## src/hdl/itmr_ram.sv

```systemverilog
// Generic single-write, single-read synchronous RAM with registered read data.
`timescale 1ns / 1ps

module itmr_ram #(
    parameter int WIDTH = 16,
    parameter int DEPTH = 128
) (
    input  logic                     clk,
    input  logic                     wr_en,
    input  logic [$clog2(DEPTH)-1:0] wr_addr,
    input  logic [WIDTH-1:0]         wr_data,
    input  logic                     rd_en,
    input  logic [$clog2(DEPTH)-1:0] rd_addr,
    output logic [WIDTH-1:0]         rd_data
);

    logic [WIDTH-1:0] mem [DEPTH];

    always_ff @(posedge clk)
    begin
        if (wr_en)
        begin
            mem[wr_addr] <= wr_data;
        end
        if (rd_en)
        begin
            rd_data <= mem[rd_addr];
        end
    end

endmodule

```

## config.mk

```make
export PLATFORM = sky130hd
export DESIGN_NAME = itmr_ram
export DESIGN_NICKNAME = d
export VERILOG_FILES = /design/src/hdl/itmr_ram.sv
export SDC_FILE = /design/constraint.sdc
export NUM_CORES = 2
export LEC_CHECK = 0
export BUFFER_PORTS_ARGS = -buffer_cell sky130_fd_sc_hd__buf_2
export CAP_MARGIN = 25
export CELL_PAD_IN_SITES_DETAIL_PLACEMENT = 0
export CELL_PAD_IN_SITES_GLOBAL_PLACEMENT = 2
export CORE_AREA = 2 2 595 301
export DETAILED_ROUTE_END_ITERATION = 16
export DIE_AREA = 0 0 597 303
export PLACE_DENSITY_LB_ADDON = 0.1
export SLEW_MARGIN = 0
export SYNTH_ARGS = -nofsm -noshare
export SYNTH_HDL_FRONTEND = slang
export SYNTH_SLANG_ARGS = --single-unit
```

## constraint.sdc

```tcl
create_clock -name clk -period 5.3 [get_ports clk]
set_clock_uncertainty 0.05 [all_clocks]
set_input_delay 1.06 -clock clk [delete_from_list [all_inputs] [get_ports clk]]
set_output_delay 1.06 -clock clk [all_outputs]
set_load 0.1 [all_outputs]
```

==> impl_metrics.env <==
export IMPL_status="finished, final reports clean"
export IMPL_hpwl_um=135000
export IMPL_postCtsSetupRepairBufs=0
export IMPL_min_path_type="input port to flip-flop"
export IMPL_area_growth_pct=13.4
export IMPL_p_sw_share_pct=21.6
export IMPL_finalSetupViolations=0
export IMPL_rsz0062_at_grt="false"
export IMPL_clkLatencyLatePin_ns=0.83
export IMPL_maxCapViolations=0
export IMPL_drc=0
export IMPL_required_ns=5.80
export IMPL_wire_per_inst_um=37.8
export IMPL_top_layer="met5"
export IMPL_path_delay_family="multiplexers"
export IMPL_worstSetupPathType="input port to flip-flop"
export IMPL_route_met2_wl_um=91000
export IMPL_nets=3426
export IMPL_tightest_slew_ns=1.10
export IMPL_leakagePower_nw=27.4
export IMPL_num_rows=109
export IMPL_synth_top_area_share_pct=78.8
export IMPL_drt_wl_total_um=222000
export IMPL_clkSinkCount=2064
export IMPL_core_area_mm2=0.176
export IMPL_nFillCells=13500
export IMPL_reg2regPathDepth=4
export IMPL_worst_path_stages=7
export IMPL_grt_max_degree=102
export IMPL_pwr_density_cell_mw_per_mm2=370
export IMPL_cp_common_cell="mux4_2"
export IMPL_die_height_um=303
export IMPL_ys_ff_latch=2064
export IMPL_p_total_mw=33.0
export IMPL_io_pins=49
export IMPL_start_util_pct=44.8
export IMPL_drt_met1_wl_um=97500
export IMPL_yosysSeqAreaShare_pct=78.8
export IMPL_fin_crit_ns=3.71
export IMPL_crit_chain="buf_8 -> buf_12 -> buf_12 -> mux4_2 -> mux4_2 -> mux4_2 -> mux2_2"
export IMPL_whs_path_depth=1
export IMPL_cp_end_kind="flip-flop"
export IMPL_vias=36200
export IMPL_grt_ovfl_total=0
export IMPL_cpPeakStageDelay_ns=0.70
export IMPL_finalSetupTns_ns=0
export IMPL_synth_cells=3086
export IMPL_clockBufferDepth=4
export IMPL_grt_pass1_vias=35700
export IMPL_ys_warn_count=0
export IMPL_p_comb_share_pct=5.8
export IMPL_gp_congestion=0.807
export IMPL_die_w_um=597
export IMPL_final_cell_mix="edfxtp_1, mux4_2, buf_4"
export IMPL_arrival_ns=4.21
export IMPL_syn_area_mm2=0.0787
export IMPL_cts_hold_fix_buffers=0
export IMPL_netlist_top_cells_area="edfxtp_1, mux4_2, nor2_1"
export IMPL_die_area_mm2=0.181
export IMPL_antenna_found_initial=37
export IMPL_yosysUniqueCellTypes=16
export IMPL_syn_area_per_cell_um2=25.5
export IMPL_hold_viol_final=0
export IMPL_intPower_mw=25.9
export IMPL_ir_drop_mv=0.225
export IMPL_max_freq_mhz=269
export IMPL_route_met3_wl_um=28200
export IMPL_p_seq_share_pct=54.7
export IMPL_startpoint_type="input port"
export IMPL_cts_tree="yes"
export IMPL_period_share_pct=70.0
export IMPL_grt_use_total_pct=24.7
export IMPL_first_iter_violations=5040
export IMPL_crit_slowest_cell="mux4_2"
export IMPL_clkPwrFrac_pct=39.5
export IMPL_slew_violations=0
export IMPL_synth_fp_nets=3119
export IMPL_ant_nets=0
export IMPL_postCtsResizedCells=0
export IMPL_cts_root_buf="clkbuf_16"
export IMPL_cts_inserted_buffers=186
export IMPL_yosys_area_top_type="edfxtp_1"
export IMPL_rrSetupSlack_ns=2.44
export IMPL_numPortBuffers=48
export IMPL_grt_pass1_wl_um=302000
export IMPL_drive_above_1_share_pct=35.4
export IMPL_crit_buf_inv=3
export IMPL_avgViaCountPerCell=6.17
export IMPL_dr_pass1_iters=5
export IMPL_final_common_cell="edfxtp_1"
export IMPL_max_slew_margin_pct=27.0
export IMPL_worstPathMaxFanout=29
export IMPL_p_switching_mw=7.14
export IMPL_path_clk_slew_ns=0.07
export IMPL_h_tree_depth=4
-- final timing paths --
kind | startpoint | end
max | rd_addr[0] | rd_data[7]$_DFFE_PP_
min | wr_data[9] | mem[81][9]$_DFFE_PP_
max reg2reg | mem[95][7]$_DFFE_PP_ | rd_data[7]$_DFFE_PP_
min reg2reg | mem[88][10]$_DFFE_PP_ | rd_data[10]$_DFFE_PP_
-- power by group through the flow --
stage          combinational [mW]  sequential (mW)  clock (mW)
2_1_floorplan               0.882             18.5           0
3_3_place_gp                 1.90             18.4           0
3_5_place_dp                 1.93             18.4           0
4_1_cts                      1.94             18.1        13.3
5_1_grt                      2.04             18.1        13.9
6_report                     1.92             18.1        13.0
-- per-layer routing --
metal / GRT usage, % / vias up
met2: 33.0 / 1664
met5: 0 / -
met3: 9.98 / 319
met1: 37.8 / 20100
li1: - / 14100
met4: 5.72 / 34
-- cell families (layout without fill, tap and decap cells) --
logic type	count (synthesis)	in the layout	synth area share (%)
other	0	11	0
flip-flops	2064	2064	78.8
multiplexers	688	688	19.5
AND/OR/NAND/NOR	170	170	0.886
buffers and inverters	164	609	0.879
-- flip-flops by register name, summed over array words and instances, names as in the netlist --
| register | cells |
|---|---|
| mem | 2048 |
| rd_data | 16 |
-- synth_stat cells, drive strengths merged --
library cell  number
buf               82
mux4             672
mux2              16
nand3             12
nand2b             2
nor2b              7
nand4              3
clkbuf            82
nand2             14
nor3               9
nor2             122
edfxtp          2064
or3                1
-- final cells by class --
class	instances	area [um2]	share of cell area [%]
clock buffer	227	4890	5.49
tap	2331	2920	3.27
antenna	11	27.5	0.0309
timing repair buffer	283	2450	2.74
sequential	2064	62000	69.5
clock inverter	99	781	0.875
multi-input combinational	858	16200	18.1
-- stage by stage --
stage                     instance area (um2)  hold WS [ns]  util (%)  worst slack [ns]  std cells
after floorplan                         78700          1.10         -              1.56       3086
after global placement                  83400          1.14      47.5             0.732       5531
after detailed placement                83400          1.15      47.5             0.709       5534
after CTS                               89100         0.683      50.7              1.58       5860
after global routing                    89200         0.658      50.8              1.51       5865
final                                   89200         0.685      50.8              1.59       5873
(Power assumes the default switching activity.)
