<file path="src/hdl/itmr_pkg.sv">
// Package: shared beat types, operation codes and node word layout for the tree mass router.
`timescale 1ns / 1ps

package itmr_pkg;

    localparam logic [2:0] OP_LOAD   = 3'd0;
    localparam logic [2:0] OP_CLEAR  = 3'd1;
    localparam logic [2:0] OP_ROUTE  = 3'd2;
    localparam logic [2:0] OP_READ   = 3'd3;
    localparam logic [2:0] OP_REPORT = 3'd4;

    typedef struct packed {
        logic [2:0]         operation;
        logic [6:0]         node_index;
        logic [2:0]         split_attribute;
        logic signed [15:0] split_value;
        logic               node_is_leaf;
        logic               point_present;
        logic signed [15:0] attr_0;
        logic signed [15:0] attr_1;
        logic signed [15:0] attr_2;
        logic signed [15:0] attr_3;
        logic signed [15:0] attr_4;
        logic signed [15:0] attr_5;
    } in_item_t;

    typedef struct packed {
        logic        leaf_found;
        logic [6:0]  leaf_node;
        logic [15:0] node_mass;
        logic [15:0] smallest_leaf;
        logic [15:0] largest_leaf;
    } out_item_t;

    // One node table entry; scan_open marks a node reached by the scan and not a leaf.
    typedef struct packed {
        logic               scan_open;
        logic               leaf;
        logic signed [15:0] threshold;
        logic [2:0]         attribute;
    } node_word_t;

    localparam int NODE_W = $bits(node_word_t);

endpackage

</file>
<file path="src/hdl/itmr_ctrl.sv">
// Sequencer: init sweep, node load, mass clear, tree walk, mass read and leaf scan.
`timescale 1ns / 1ps

module itmr_ctrl #(
    parameter int TREE_HEIGHT = 6,
    parameter int ATTRIBUTES  = 6,
    parameter int MASS_BITS   = 16
) (
    input  logic                        clk,
    input  logic                        rst_n,
    input  logic                        in_valid,
    output logic                        in_ready,
    input  itmr_pkg::in_item_t          in_data,
    output logic                        res_valid,
    input  logic                        res_take,
    output itmr_pkg::out_item_t         res_data,
    output logic                        node_wr_en,
    output logic [TREE_HEIGHT:0]        node_wr_addr,
    output itmr_pkg::node_word_t        node_wr_data,
    output logic                        node_rd_en,
    output logic [TREE_HEIGHT:0]        node_rd_addr,
    input  itmr_pkg::node_word_t        node_rd_data,
    output logic                        cnt_wr_en,
    output logic [TREE_HEIGHT:0]        cnt_wr_addr,
    output logic [MASS_BITS-1:0]        cnt_wr_data,
    output logic                        cnt_rd_en,
    output logic [TREE_HEIGHT:0]        cnt_rd_addr,
    input  logic [MASS_BITS-1:0]        cnt_rd_data
);

    import itmr_pkg::*;

    localparam int NB           = TREE_HEIGHT + 1;
    localparam int NODES        = (2 ** NB) - 1;
    localparam int FIRST_BOTTOM = (2 ** TREE_HEIGHT) - 1;

    localparam logic [3:0] S_INIT  = 4'd0;
    localparam logic [3:0] S_IDLE  = 4'd1;
    localparam logic [3:0] S_CLR   = 4'd2;
    localparam logic [3:0] S_WALK  = 4'd3;
    localparam logic [3:0] S_RDM   = 4'd4;
    localparam logic [3:0] S_SPAR  = 4'd5;
    localparam logic [3:0] S_SNODE = 4'd6;
    localparam logic [3:0] S_SEVAL = 4'd7;
    localparam logic [3:0] S_FIN   = 4'd8;

    function automatic logic [MASS_BITS-1:0] sat_inc(input logic [MASS_BITS-1:0] v);
        sat_inc = (&v) ? v : v + 1'b1;
    endfunction

    logic [3:0]           state_reg, state_next;
    logic [NB-1:0]        n_reg, n_next;
    logic [MASS_BITS-1:0] total_reg, total_next;
    logic [MASS_BITS-1:0] small_reg, small_next;
    logic [MASS_BITS-1:0] large_reg, large_next;
    logic                 open_p_reg, open_p_next;
    in_item_t             item_reg, item_next;
    out_item_t            res_reg, res_next;

    logic                 accept;
    logic                 idx_ok;
    logic                 n_last;
    logic                 n_bottom;
    logic                 node_leaf;
    logic [MASS_BITS-1:0] cnt_inc;
    logic signed [15:0]   cmp_value;
    logic                 go_right;
    logic [NB:0]          child_w;
    logic [NB-1:0]        parent;
    logic                 reach;
    out_item_t            zero_res;

    assign accept    = in_valid && in_ready;
    assign in_ready  = (state_reg == S_IDLE);
    assign res_valid = (state_reg == S_FIN);
    assign res_data  = res_reg;
    assign zero_res  = '0;

    assign idx_ok    = (32'(in_data.node_index) < 32'(NODES));
    assign n_last    = (n_reg == NB'(NODES - 1));
    assign n_bottom  = (32'(n_reg) >= 32'(FIRST_BOTTOM));
    assign node_leaf = node_rd_data.leaf || n_bottom;
    assign cnt_inc   = sat_inc(cnt_rd_data);
    assign parent    = NB'((n_reg - 1'b1) >> 1);
    assign reach     = (n_reg == '0) || open_p_reg;

    // Pick the attribute that the current node splits on; unknown numbers compare zero.
    always_comb
    begin
        cmp_value = '0;
        if (32'(node_rd_data.attribute) < 32'(ATTRIBUTES))
        begin
            unique case (node_rd_data.attribute)
                3'd0:    cmp_value = item_reg.attr_0;
                3'd1:    cmp_value = item_reg.attr_1;
                3'd2:    cmp_value = item_reg.attr_2;
                3'd3:    cmp_value = item_reg.attr_3;
                3'd4:    cmp_value = item_reg.attr_4;
                3'd5:    cmp_value = item_reg.attr_5;
                default: cmp_value = '0;
            endcase
        end
    end

    assign go_right = !(cmp_value < node_rd_data.threshold);
    assign child_w  = {n_reg, 1'b0} + (go_right ? (NB + 1)'(2) : (NB + 1)'(1));

    always_comb
    begin
        state_next   = state_reg;
        n_next       = n_reg;
        total_next   = total_reg;
        small_next   = small_reg;
        large_next   = large_reg;
        open_p_next  = open_p_reg;
        item_next    = item_reg;
        res_next     = res_reg;

        node_wr_en   = 1'b0;
        node_wr_addr = n_reg;
        node_wr_data = '0;
        node_rd_en   = 1'b0;
        node_rd_addr = n_reg;
        cnt_wr_en    = 1'b0;
        cnt_wr_addr  = n_reg;
        cnt_wr_data  = '0;
        cnt_rd_en    = 1'b0;
        cnt_rd_addr  = n_reg;

        unique case (state_reg)
            S_INIT:
            begin
                node_wr_en        = 1'b1;
                node_wr_data.leaf = 1'b1;
                cnt_wr_en         = 1'b1;
                n_next            = n_reg + 1'b1;
                if (n_last)
                begin
                    n_next     = '0;
                    state_next = S_IDLE;
                end
            end
            S_IDLE:
            begin
                if (accept)
                begin
                    item_next = in_data;
                    res_next  = zero_res;
                    n_next    = '0;
                    state_next = S_FIN;
                    unique case (in_data.operation)
                        OP_LOAD:
                        begin
                            node_wr_en             = idx_ok;
                            node_wr_addr           = NB'(in_data.node_index);
                            node_wr_data.attribute = in_data.split_attribute;
                            node_wr_data.threshold = in_data.split_value;
                            node_wr_data.leaf      = in_data.node_is_leaf;
                        end
                        OP_CLEAR:
                        begin
                            total_next = '0;
                            state_next = S_CLR;
                        end
                        OP_ROUTE:
                        begin
                            if (in_data.point_present)
                            begin
                                total_next   = sat_inc(total_reg);
                                node_rd_en   = 1'b1;
                                node_rd_addr = '0;
                                cnt_rd_en    = 1'b1;
                                cnt_rd_addr  = '0;
                                state_next   = S_WALK;
                            end
                        end
                        OP_READ:
                        begin
                            if (idx_ok)
                            begin
                                cnt_rd_en   = 1'b1;
                                cnt_rd_addr = NB'(in_data.node_index);
                                state_next  = S_RDM;
                            end
                        end
                        OP_REPORT:
                        begin
                            small_next = total_reg;
                            large_next = '0;
                            state_next = S_SPAR;
                        end
                        default:
                        begin
                            state_next = S_FIN;
                        end
                    endcase
                end
            end
            S_CLR:
            begin
                cnt_wr_en = 1'b1;
                n_next    = n_reg + 1'b1;
                if (n_last)
                begin
                    state_next = S_FIN;
                end
            end
            S_WALK:
            begin
                // Count the point here, then either stop at a leaf or fetch the child.
                cnt_wr_en   = 1'b1;
                cnt_wr_data = cnt_inc;
                if (node_leaf)
                begin
                    res_next.leaf_found = 1'b1;
                    res_next.leaf_node  = 7'(n_reg);
                    res_next.node_mass  = 16'(cnt_inc);
                    state_next          = S_FIN;
                end
                else
                begin
                    n_next       = child_w[NB-1:0];
                    node_rd_en   = 1'b1;
                    node_rd_addr = child_w[NB-1:0];
                    cnt_rd_en    = 1'b1;
                    cnt_rd_addr  = child_w[NB-1:0];
                end
            end
            S_RDM:
            begin
                res_next.node_mass = 16'(cnt_rd_data);
                state_next         = S_FIN;
            end
            S_SPAR:
            begin
                if (n_reg == '0)
                begin
                    node_rd_en = 1'b1;
                    cnt_rd_en  = 1'b1;
                    state_next = S_SEVAL;
                end
                else
                begin
                    node_rd_en   = 1'b1;
                    node_rd_addr = parent;
                    state_next   = S_SNODE;
                end
            end
            S_SNODE:
            begin
                open_p_next = node_rd_data.scan_open;
                node_rd_en  = 1'b1;
                cnt_rd_en   = 1'b1;
                state_next  = S_SEVAL;
            end
            S_SEVAL:
            begin
                node_wr_en             = 1'b1;
                node_wr_data           = node_rd_data;
                node_wr_data.scan_open = reach && !node_rd_data.leaf;
                if (reach && node_leaf)
                begin
                    if ((cnt_rd_data != '0) && (cnt_rd_data <= small_reg))
                    begin
                        small_next = cnt_rd_data;
                    end
                    if (cnt_rd_data >= large_reg)
                    begin
                        large_next = cnt_rd_data;
                    end
                end
                n_next = n_reg + 1'b1;
                if (n_last)
                begin
                    res_next.smallest_leaf = 16'(small_next);
                    res_next.largest_leaf  = 16'(large_next);
                    state_next             = S_FIN;
                end
                else
                begin
                    state_next = S_SPAR;
                end
            end
            S_FIN:
            begin
                if (res_take)
                begin
                    state_next = S_IDLE;
                end
            end
            default:
            begin
                state_next = S_IDLE;
            end
        endcase
    end

    always_ff @(posedge clk or negedge rst_n)
    begin
        if (!rst_n)
        begin
            state_reg <= S_INIT;
            n_reg     <= '0;
            total_reg <= '0;
        end
        else
        begin
            state_reg <= state_next;
            n_reg     <= n_next;
            total_reg <= total_next;
        end
    end

    always_ff @(posedge clk)
    begin
        small_reg  <= small_next;
        large_reg  <= large_next;
        open_p_reg <= open_p_next;
        item_reg   <= item_next;
        res_reg    <= res_next;
    end

endmodule

</file>
<file path="config.mk">
export PLATFORM = sky130hd
export DESIGN_NAME = itmr_ctrl
export DESIGN_NICKNAME = d
export VERILOG_FILES = /design/src/hdl/itmr_pkg.sv /design/src/hdl/itmr_ctrl.sv
export SDC_FILE = /design/constraint.sdc
export NUM_CORES = 1
export LEC_CHECK = 0
export BUFFER_PORTS_ARGS = -buffer_cell sky130_fd_sc_hd__buf_2
export CAP_MARGIN = 0
export CORE_MARGIN = 2
export CORE_UTILIZATION = 40
export CTS_CLUSTER_SIZE = 40
export DETAILED_ROUTE_END_ITERATION = 10
export HOLD_SLACK_MARGIN = 0.05
export PLACE_DENSITY = 0.69
export SYNTH_ARGS = -nofsm -noshare
export SYNTH_HDL_FRONTEND = slang
export SYNTH_SLANG_ARGS = --single-unit
</file>
<file path="constraint.sdc">
create_clock -name clk -period 7.2 [get_ports clk]
set_clock_uncertainty 0.2 [all_clocks]
set_input_delay 0.36 -clock clk [delete_from_list [all_inputs] [get_ports clk]]
set_output_delay 0.36 -clock clk [all_outputs]
set_load 0.1 [all_outputs]
</file>
==> flow_summary.json, run 1 <==
{
  "antenna_found_initial": 8,
  "cts_buffers": 24,
  "timing.fmax_ghz": 0.175,
  "gp_congestion": 0.918,
  "dr.pass1.iters": 6,
  "critPathSlowestCell": "buf_2",
  "synthFlopType": "edfxtp_1",
  "clk_pin_slew_ps": 60,
  "placed_cells": 1841,
  "yosysMostFrequentCell": "edfxtp_1",
  "ys_types": 69,
  "p_sw_mw": 2.86,
  "rsz0062_at_grt": "no",
  "syn_inst": 1224,
  "cts_tree": "yes",
  "numClockSinks": 212,
  "synthToLayoutAreaGrowth_pct": 28.7,
  "start_kind": "input port",
  "dr_wl_met2_um": 19300,
  "power_frac_clock_pct": 21.4,
  "dp_hpwl_um": 27700,
  "routed_wl_um": 40200,
  "grt_pass1_wl_um": 62300,
  "setup_violations": 0,
  "grt_pass1_vias": 11300,
  "clk_latency_ps": 520,
  "fin_area_um2": 16000,
  "p_leak_nw": 6.59,
  "viasPerCell": 5.78,
  "vias": 11500,
  "synth.avg_cell_area_um2": 10.1,
  "cpPeakStageDelay_ps": 750,
  "core-area_um2": 30600,
  "status": "finished, final reports clean",
  "hold_viol": 0,
  "end_kind": "output port",
  "fin_util_pct": 52.2,
  "pwr-share-comb_pct": 47.2,
  "final.fill_count": 2673,
  "synth_top_area_share_pct": 44.8,
  "nets": 1797,
  "synth_common_cells": "185 x edfxtp_1, 111 x nand2_1, 104 x nor2_1",
  "initial_core_util_pct": 40.6,
  "fin_tns_setup_ps": 0,
  "p_int_mw": 2.86,
  "port_buffers": 294,
  "path_max_fanout": 42,
  "final-max-slew-violation-count": 0,
  "relSlewSlack_pct": 17.6,
  "swShare_pct": 50.0,
  "wl_per_cell_um": 20.2,
  "die_h_um": 180,
  "peakVddDrop_mv": 0.485,
  "drive_gt1_share_pct": 23.6,
  "hold_path.class": "in2reg",
  "track_usage_pct": 23.9,
  "grt_max_degree": 70,
  "met3_wirelength_um": 3270,
  "yosys-top-cells-area": "edfxtp_1 45%, ha_1 5.6%, dfrtp_1 5.4%",
  "seq_power_share_pct": 31.3,
  "instances_no_fill": 1987,
  "drc": 0,
  "drt-initial-drc-count": 1105,
  "die_w_um": 180,
  "routedLengthMet1_um": 15500,
  "row_count": 64,
  "postRouteAntennaNets": 0,
  "overflow": 0,
  "synth-seq-area-share_pct": 50.2,
  "cts-root-buf": "clkbuf_16",
  "htreeDepth": 1,
  "holdWs_ps": 118,
  "worst_pin_slew_ps": 1220,
  "layout_min_cycle_time_ps": 5710,
  "placed_area_um2": 14200,
  "period_share_pct": 79.3,
  "num_io_pins": 295,
  "synth_warnings": 0,
  "syn_nets": 1448,
  "path_cells": "buf_2 -> mux2i_1 -> nor2_1 -> a31oi_1 -> o221ai_1 -> ha_1 -> a211oi_1 -> o221ai_1 -> a2111oi_0 -> o32ai_1 -> or2_2 -> ha_1 -> nand3_1 -> or3_1 -> a21oi_1 -> o21ai_0 -> o211ai_1 -> buf_2",
  "highest_layer": "met5",
  "largest_reg_flops": 96,
  "arrival_ps": 5150,
  "yosys.area.top_type": "edfxtp_1",
  "worstPathRequired_ps": 6640,
  "cts.path.max_buffers": 3,
  "maxCapViolCount": 0,
  "netlist_area_um2": 12400,
  "critical_path_class": "in2out",
  "synth-seq-cells": 212,
  "dieArea_um2": 32400,
  "synthArstFlopShare_pct": 12.7,
  "p_per_area_nw_per_um2": 359,
  "synth_edf_count": 185
}
## routing by layer
metal,global-route usage [%],up-vias
li1,-,5311
met3,4.95,108
met4,11.2,12
met5,0,-
met2,40.3,638
met1,29.4,5422
## what timing repair did
item,CTS,global route
endpoints found under the setup margin,0,0
hold endpoints to repair,127,0
hold buffers,102,0
buffers inserted,0,0
gates resized for setup,0,0
## area by class of cell
cell class / instances / area, um^2 / share of cell area [%]
clock buffer: 28 / 637 / 3.99
clock inverter: 15 / 148 / 0.925
sequential: 212 / 6230 / 39.0
antenna: 1 / 2.50 / 0.0157
inverter: 70 / 264 / 1.65
timing repair buffer: 409 / 2590 / 16.2
tap: 396 / 495 / 3.10
multi-input combinational: 856 / 5600 / 35.1
## per-stage QoR
stage               power [mW]  setup slack [ps]
floorplan                 3.94              1540
global placement          4.44              1720
detailed placement        4.45              1550
CTS                       5.72              1550
global route              5.95              1110
finish                    5.73              1490
## critical path: cells and delay by family
kind	cells	cell delay [ps]
buffers and inverters	2	1090
and+or+nand+nor	4	670
adders and majority gates	2	550
AOI/OAI and AO/OA	9	2180
muxes	1	270
## cell families after synthesis
| kind of cell | after synthesis | share of synthesized area [%] |
|---|---|---|
| muxes | 54 | 4.81 |
| xor gates and xnor gates | 18 | 1.27 |
| and+or+nand+nor | 388 | 15.1 |
| buffers and inverters | 156 | 4.87 |
| DFF | 212 | 50.2 |
| AOI/OAI and AO/OA | 340 | 18.1 |
| adders and majority gates | 56 | 5.65 |
## power groups by stage
stage | Clock [mW] | Combinational, mW | Sequential [mW]
finish | 1.23 | 2.71 | 1.79
global placement | 0 | 2.63 | 1.81
floorplan | 0 | 1.63 | 2.31
global route | 1.29 | 2.83 | 1.82
detailed placement | 0 | 2.64 | 1.81
CTS | 1.25 | 2.69 | 1.79
## path summary, 6_finish.rpt
path	startpoint	end	slack (ps)	cells past startpoint
setup / recovery	node_rd_data[0]	cnt_rd_addr[6]	1490	18
min in group asynchronous	rst_n	cnt_wr_addr[5]	230	2
hold / removal	cnt_rd_data[9]	res_data[41]	120	2
hold reg to reg	total_reg[3]	total_reg[3]	390	2
max in group asynchronous	rst_n	total_reg[9]	6090	2
setup reg to reg	item_reg[67]	cnt_wr_addr[6]	2790	16
## layout by cell type, fill, tap and decap left out, types with 17 or more instances in the layout
cell type      synthesis  routed
nor3_1                18      17
nor2_1               104     103
a21oi_1               70      70
a31oi_1               34      34
o21ai_0               86      84
nand3_1               51      51
dfrtp_1               27      27
edfxtp_1             185     185
clkbuf_16              0      25
dlygate4sd3_1          0     102
ha_1                  56      56
buf_2                 12     294
nand2_1              111     111
inv_1                 70      69
mux2i_1               36      36
(Power assumes the default switching activity.)
==> run 2: changes to the inputs <==
--- a/config.mk
+++ b/config.mk
@@ -5,6 +5,7 @@
 export SDC_FILE = /design/constraint.sdc
 export NUM_CORES = 1
 export LEC_CHECK = 0
+export ABC_AREA = 1
 export BUFFER_PORTS_ARGS = -buffer_cell sky130_fd_sc_hd__buf_2
 export CAP_MARGIN = 0
 export CORE_MARGIN = 2
@@ -12,7 +13,7 @@
 export CTS_CLUSTER_SIZE = 40
 export DETAILED_ROUTE_END_ITERATION = 10
 export HOLD_SLACK_MARGIN = 0.05
-export PLACE_DENSITY = 0.69
+export PLACE_DENSITY = 0.7
 export SYNTH_ARGS = -nofsm -noshare
 export SYNTH_HDL_FRONTEND = slang
 export SYNTH_SLANG_ARGS = --single-unit
==> constraint.sdc (replaced) <==
create_clock -name clk -period 5.65 [get_ports clk]
set_clock_uncertainty 0.2 [all_clocks]
set_input_delay 0.2825 -clock clk [delete_from_list [all_inputs] [get_ports clk]]
set_output_delay 0.2825 -clock clk [all_outputs]
set_load 0.1 [all_outputs]
==> run 2 against run 1 <==
Register-to-register slack got worse by 540 ps; core utilization is 1.9 points higher; die area is 7.6% lower; flip-flop and latch count did not move; clock power increased by 28%; design area down 5.2%; via count down 9.0%; global-route usage down 0.75 points; cell count grew 0.91%; synthesized cell count down 0.98%; hold slack worse by 32 ps; setup slack got worse by 880 ps; largest power group unchanged.
==> flow_summary.json, run 2 <==
{
  "setup_violations": 0,
  "cts_buffers": 24,
  "synth_top_area_share_pct": 48.5,
  "start_kind": "input port",
  "pwr-share-comb_pct": 48.2,
  "syn_nets": 1436,
  "syn_inst": 1212,
  "die_w_um": 173,
  "overflow": 0,
  "yosys.area.top_type": "edfxtp_1",
  "critical_path_class": "in2out",
  "final-max-slew-violation-count": 0,
  "ys_types": 53,
  "seq_power_share_pct": 30.6,
  "gr-usage-met2_pct": 40.8,
  "synth_common_cells": "195 x inv_1, 191 x nand2_1, 185 x edfxtp_1",
  "grtUsageMet1_pct": 28.5,
  "period_share_pct": 89.2,
  "top_usage_layer": "met2",
  "yosys-top-cells-area": "edfxtp_1 49%, inv_1 6.4%, nand2_1 6.3%",
  "synth_edf_count": 185,
  "synth.avg_cell_area_um2": 9.44,
  "end_kind": "output port",
  "status": "finished, final reports clean",
  "timing.fmax_ghz": 0.198,
  "postRouteAntennaNets": 0,
  "drt-initial-drc-count": 899,
  "cts.path.max_buffers": 3,
  "maxCapViolCount": 0,
  "worstPathRequired_ps": 5170,
  "port_buffers": 294,
  "cts_tree": "yes",
  "worstReg2RegEnd": "cnt_wr_addr[5]",
  "power_mw": 7.42,
  "final_common_cell": "buf_2",
  "arrival_ps": 4560,
  "layout_min_cycle_time_ps": 5040,
  "fin_tns_setup_ps": 0,
  "p_int_mw": 3.68,
  "fin_util_pct": 54.1,
  "grt_pass1_vias": 10500,
  "peakVddDrop_mv": 0.772,
  "swShare_pct": 50.4,
  "endpoint": "node_rd_addr[5]",
  "drive_gt1_share_pct": 22.6,
  "synthFlopType": "edfxtp_1",
  "dr.pass1.iters": 5,
  "routed_wl_um": 35800,
  "grt_max_degree": 87,
  "p_leak_nw": 6.96,
  "dpl_worst_slack_ps": 706,
  "synthToLayoutAreaGrowth_pct": 32.3,
  "synth-seq-area-share_pct": 54.4,
  "largest_reg_flops": 96,
  "startpoint": "node_rd_data[2]",
  "path_max_fanout": 19,
  "viasPerCell": 5.21,
  "synthArstFlopShare_pct": 12.7,
  "antenna_found_initial": 4,
  "track_usage_pct": 23.2,
  "hold_viol": 0,
  "rsz0062_at_grt": "no",
  "synth_warnings": 0,
  "r2r_slack_ps": 2250,
  "clk_pin_slew_ps": 60,
  "grtUsageMet3_pct": 3.89,
  "power_frac_clock_pct": 21.2,
  "grt_pass1_wl_um": 55400,
  "reg2reg_from": "item_reg[37]",
  "yosysMostFrequentCell": "inv_1",
  "final_cell_mix": "294 x buf_2, 195 x inv_1, 191 x nand2_1, 185 x edfxtp_1, 100 x dlygate4sd3_1",
  "cts_setup_buffers": 0,
  "row_count": 61,
  "cts-root-buf": "clkbuf_16",
  "wl_per_cell_um": 17.9,
  "rr_worst_depth": 19,
  "num_io_pins": 295,
  "relSlewSlack_pct": 21.2,
  "numClockSinks": 212,
  "dieArea_um2": 30000,
  "synth-seq-cells": 212,
  "worst_pin_slew_ps": 1180,
  "core-area_um2": 28000,
  "p_sw_mw": 3.74,
  "hold_path.class": "in2reg",
  "gp_congestion": 0.949,
  "vias": 10500,
  "p_per_area_nw_per_um2": 490,
  "nets": 1832,
  "die_h_um": 173,
  "initial_core_util_pct": 40.9,
  "clk_latency_ps": 520,
  "netlist_area_um2": 11400,
  "htreeDepth": 1,
  "setup_ws_ps": 607,
  "drc": 0,
  "dp_hpwl_um": 25900
}
-- run 2: cell types whose count changed after synthesis, moves of 16 or more --
cell	before	now
nor2_1	104	85
nand2_1	111	191
a31oi_1	34	2
inv_1	70	195
mux2i_1	36	0
nand3_1	51	83
clkbuf_1	66	28
a32oi_1	16	0
-- run 2: metal layers --
layer | vias to the layer above | routed length [um]
met1 | 4852 | 14200
met4 | 6 | 1410
li1 | 4994 | -
met3 | 97 | 2530
met2 | 507 | 17600
met5 | - | 40
-- run 2: area by class of cell --
| cell class | instances | area, um^2 |
|---|---|---|
| inverters | 204 | 768 |
| multi-input cells | 760 | 4310 |
| flip-flops and latches | 212 | 6230 |
| fillers | 2449 | 12900 |
| well taps | 378 | 473 |
| repair buffers | 406 | 2560 |
| clock buffers | 31 | 648 |
| clock inverters | 13 | 141 |
| diodes | 1 | 2.50 |
-- run 2: worst min-delay path by stage --
stage	slack, ps	cells past startpoint	to	startpoint
2_1_floorplan	-210	0	cnt_wr_addr[0]	rst_n
3_3_place_gp	150	1	cnt_wr_addr[3]	rst_n
3_5_place_dp	160	1	cnt_wr_addr[4]	rst_n
4_1_cts	60	3	res_data[42]	cnt_rd_data[10]
5_1_grt	80	3	res_data[42]	cnt_rd_data[10]
6_report	90	5	total_reg[1]	in_data[125]
-- run 2: cells by family after synthesis --
kind of cell             Yosys count  synth area share [%]
AO/OA/AOI/OAI                    240                  12.3
XOR/XNOR                          17                  1.30
adder cells (fa/ha/maj)           56                  6.12
buffers and inverters            240                  8.12
flip-flops                       212                  54.4
AND/OR/NAND/NOR                  447                  17.7
-- run 2: through the flow --
step	hold WS [ps]	instance area (um^2)	cells
5_1_grt	84.5	15100	2004
3_3_place_gp	154	13300	1860
3_5_place_dp	158	13300	1860
6_report	85.8	15100	2005
2_1_floorplan	-213	11400	1212
4_1_cts	64.3	15100	2004
-- run 2: power by group through the flow --
stage / Sequential (mW) / Clock [mW] / Combinational, mW
4_1_cts: 2.27 / 1.60 / 3.57
3_3_place_gp: 2.30 / 0 / 3.49
2_1_floorplan: 3.10 / 0 / 2.03
6_report: 2.27 / 1.57 / 3.58
3_5_place_dp: 2.30 / 0 / 3.51
5_1_grt: 2.30 / 1.65 / 3.77
-- run 2: timing repair --
item	4_1_cts	5_1_grt
gates resized for setup	0	0
endpoints found under the hold margin	128	0
hold buffers	100	0
-- run 2: critical path: stages --
cell	delay, ps
buf_2	110
buf_4	200
nor3_2	960
a221oi_1	180
nand4_1	130
ha_1	240
a21oi_1	150
nor2_1	50
a211oi_1	200
nand2_1	80
nand2_1	90
nand3_1	110
nand2_1	110
ha_1	250
ha_1	220
nand2_1	70
xor2_1	140
o22ai_1	320
nor2_1	80
o21ai_0	90
buf_2	460
==> run 3: changes to the inputs <==
--- a/config.mk
+++ b/config.mk
@@ -9,11 +9,11 @@
 export BUFFER_PORTS_ARGS = -buffer_cell sky130_fd_sc_hd__buf_2
 export CAP_MARGIN = 0
 export CORE_MARGIN = 2
-export CORE_UTILIZATION = 40
+export CORE_UTILIZATION = 35
 export CTS_CLUSTER_SIZE = 40
 export DETAILED_ROUTE_END_ITERATION = 10
 export HOLD_SLACK_MARGIN = 0.05
-export PLACE_DENSITY = 0.7
+export PLACE_DENSITY = 0.64
 export SYNTH_ARGS = -nofsm -noshare
 export SYNTH_HDL_FRONTEND = slang
 export SYNTH_SLANG_ARGS = --single-unit
==> constraint.sdc (replaced) <==
create_clock -name clk -period 5.65 [get_ports clk]
set_clock_uncertainty 0.2 [all_clocks]
set_input_delay 1.695 -clock clk [delete_from_list [all_inputs] [get_ports clk]]
set_output_delay 1.695 -clock clk [all_outputs]
set_load 0.1 [all_outputs]
==> run 3 against run 2 <==
The run now ends with setup timing left; clock power rose by 6%; design area is 10% higher; wire length is 3.3% higher; flip-flop and latch count did not move; die area up 14%; sequential share of layout area down 3.7 points; hold slack better by 200 ps; setup slack got worse by 1500 ps; power rose by 12%; first-iteration DRC count grew 5.8%; critical path depth up 3; critical path type unchanged.
==> flow_summary.json, run 3 (same netlist as run 2, synthesis figures left out) <==
{
  "vias": 10400,
  "core-area_um2": 32400,
  "arrival_ps": 4690,
  "postRouteAntennaNets": 0,
  "violations": "setup timing",
  "grt_max_degree": 59,
  "start_kind": "input port",
  "synthToLayoutAreaGrowth_pct": 45.5,
  "layout_min_cycle_time_ps": 6580,
  "nets": 1819,
  "rsz0062_at_grt": "yes",
  "worstReg2RegEnd": "cnt_wr_addr[5]",
  "rr_worst_depth": 20,
  "seq_power_share_pct": 27.5,
  "die_w_um": 185,
  "period_share_pct": 117,
  "status": "finished with violations",
  "startpoint": "node_rd_data[1]",
  "cts.path.max_buffers": 3,
  "setup_ws_ps": -934,
  "hold_path_startpoint": "total_reg[15]",
  "relSlewSlack_pct": 33.5,
  "routed_wl_um": 37000,
  "largest_reg_flops": 96,
  "peakVddDrop_mv": 0.460,
  "p_int_mw": 4.27,
  "htreeDepth": 1,
  "die_h_um": 185,
  "gp_congestion": 0.924,
  "worstPathRequired_ps": 3750,
  "grt_pass1_wl_um": 56900,
  "holdPathEnd": "total_reg[15]",
  "hold_buffers": 0,
  "whs_path_depth": 2,
  "setup_violations": 14,
  "final_common_cell": "buf_2",
  "drive_gt1_share_pct": 34.8,
  "drt-initial-drc-count": 951,
  "port_buffers": 294,
  "maxCapViolCount": 0,
  "final-max-slew-violation-count": 0,
  "wl_per_cell_um": 18.0,
  "dp_hpwl_um": 28600,
  "path_max_fanout": 7,
  "fin_tns_setup_ps": -10910,
  "clk_pin_slew_ps": 60,
  "critical_path_class": "in2out",
  "swShare_pct": 48.5,
  "r2r_slack_ps": 2280,
  "numClockSinks": 212,
  "hold_viol": 0,
  "p_sw_mw": 4.02,
  "drc": 0,
  "dr.pass1.iters": 5,
  "hold_path.class": "reg2reg",
  "clk_latency_ps": 520,
  "final.fill_count": 2954,
  "pwr-share-comb_pct": 52.4,
  "row_count": 66,
  "end_kind": "output port",
  "initial_core_util_pct": 35.4,
  "num_io_pins": 295,
  "timing.fmax_ghz": 0.152,
  "grt_pass1_vias": 10300,
  "overflow": 0,
  "dieArea_um2": 34200,
  "p_per_area_nw_per_um2": 498,
  "cts_tree": "yes",
  "reg2reg_from": "item_reg[54]",
  "final_cell_mix": "234 x buf_2, 187 x inv_1, 185 x edfxtp_1, 179 x nand2_1, 87 x buf_4",
  "cts_buffers": 25,
  "antenna_found_initial": 4,
  "track_usage_pct": 21.5,
  "fin_util_pct": 51.4,
  "power_frac_clock_pct": 20.1,
  "p_leak_nw": 7.38,
  "worst_pin_slew_ps": 995,
  "cts-root-buf": "clkbuf_16",
  "viasPerCell": 5.03
}
-- run 3: cell types whose count changed in the layout (fill, tap and decap cells not counted), moves of 11 or more --
cell	before	now
buf_12	0	61
buf_2	294	234
buf_4	12	87
dlygate4sd3_1	100	0
nand2_1	191	179
nand2_2	4	15
o21ai_0	98	66
o21ai_4	0	29
-- run 3: cell type report --
class / instances / area, um^2 / area share, %
diodes: 4 / 10.0 / 0.0601
flip-flops and latches: 212 / 6230 / 37.4
multi-input cells: 761 / 5040 / 30.3
well taps: 442 / 553 / 3.32
inverters: 204 / 802 / 4.82
repair buffers: 391 / 3160 / 19.0
clock inverters: 17 / 215 / 1.29
clock buffers: 28 / 637 / 3.82
-- run 3: how the worst max path moves through the flow --
stage                           end  cells past startpoint  slack (ps)
floorplan            cnt_rd_addr[2]                     19       -1060
global placement    node_rd_addr[5]                     22       -1170
detailed placement  node_rd_addr[5]                     22       -1250
CTS                 node_rd_addr[5]                     27        -970
global route         cnt_rd_addr[3]                     25       -1090
finish               cnt_rd_addr[5]                     24        -930
-- run 3: timing repair --
action | CTS | global route
resized for setup | 40 | 28
pin swaps | 26 | 33
setup buffers | 15 | 11
endpoints found under the setup margin | 14 | 15
gates cloned | 1 | 0
-- run 3: power groups by stage --
stage	combinational [mW]	sequential, mW	clock, mW
after detailed placement	4.26	2.31	0
after CTS	4.31	2.28	1.70
after floorplan	2.21	3.11	0
after global placement	4.23	2.30	0
after global routing	4.54	2.31	1.78
final	4.34	2.28	1.67
-- run 3: routing by layer --
layer	share of wire [%]	track usage (%)	wire length, um	vias to the layer above
met4	4.1	8.48	1520	0
li1	-	-	-	4983
met1	41	27.2	15200	4799
met3	7.7	3.93	2840	87
met2	47	36.6	17500	493
met5	0	0	0	-
-- run 3: stage by stage --
stage	cell area [um^2]	cells	hold slack, ps	total power, mW	setup slack [ps]
after floorplan	12100	1212	252	5.32	-1060
after global placement	15300	1988	267	6.53	-1170
after detailed placement	15300	1988	273	6.56	-1250
after CTS	16500	2047	288	8.29	-972
after global routing	16700	2059	307	8.63	-1090
final	16700	2059	282	8.29	-934
-- run 3: worst max-delay path: stages --
cell,delay (ps)
buf_12,120
nor2_4,50
nand2_4,80
clkinvlp_4,170
buf_6,190
buf_4,130
nand2_1,50
nand4_1,90
ha_1,320
nand2_2,70
buf_4,140
nor3_4,150
nand2_2,90
nand2_2,60
nand2_2,50
nand2_2,90
ha_4,160
ha_4,140
nand2_2,50
xor2_1,160
o22ai_2,260
a21oi_2,60
o21ai_2,110
buf_12,200
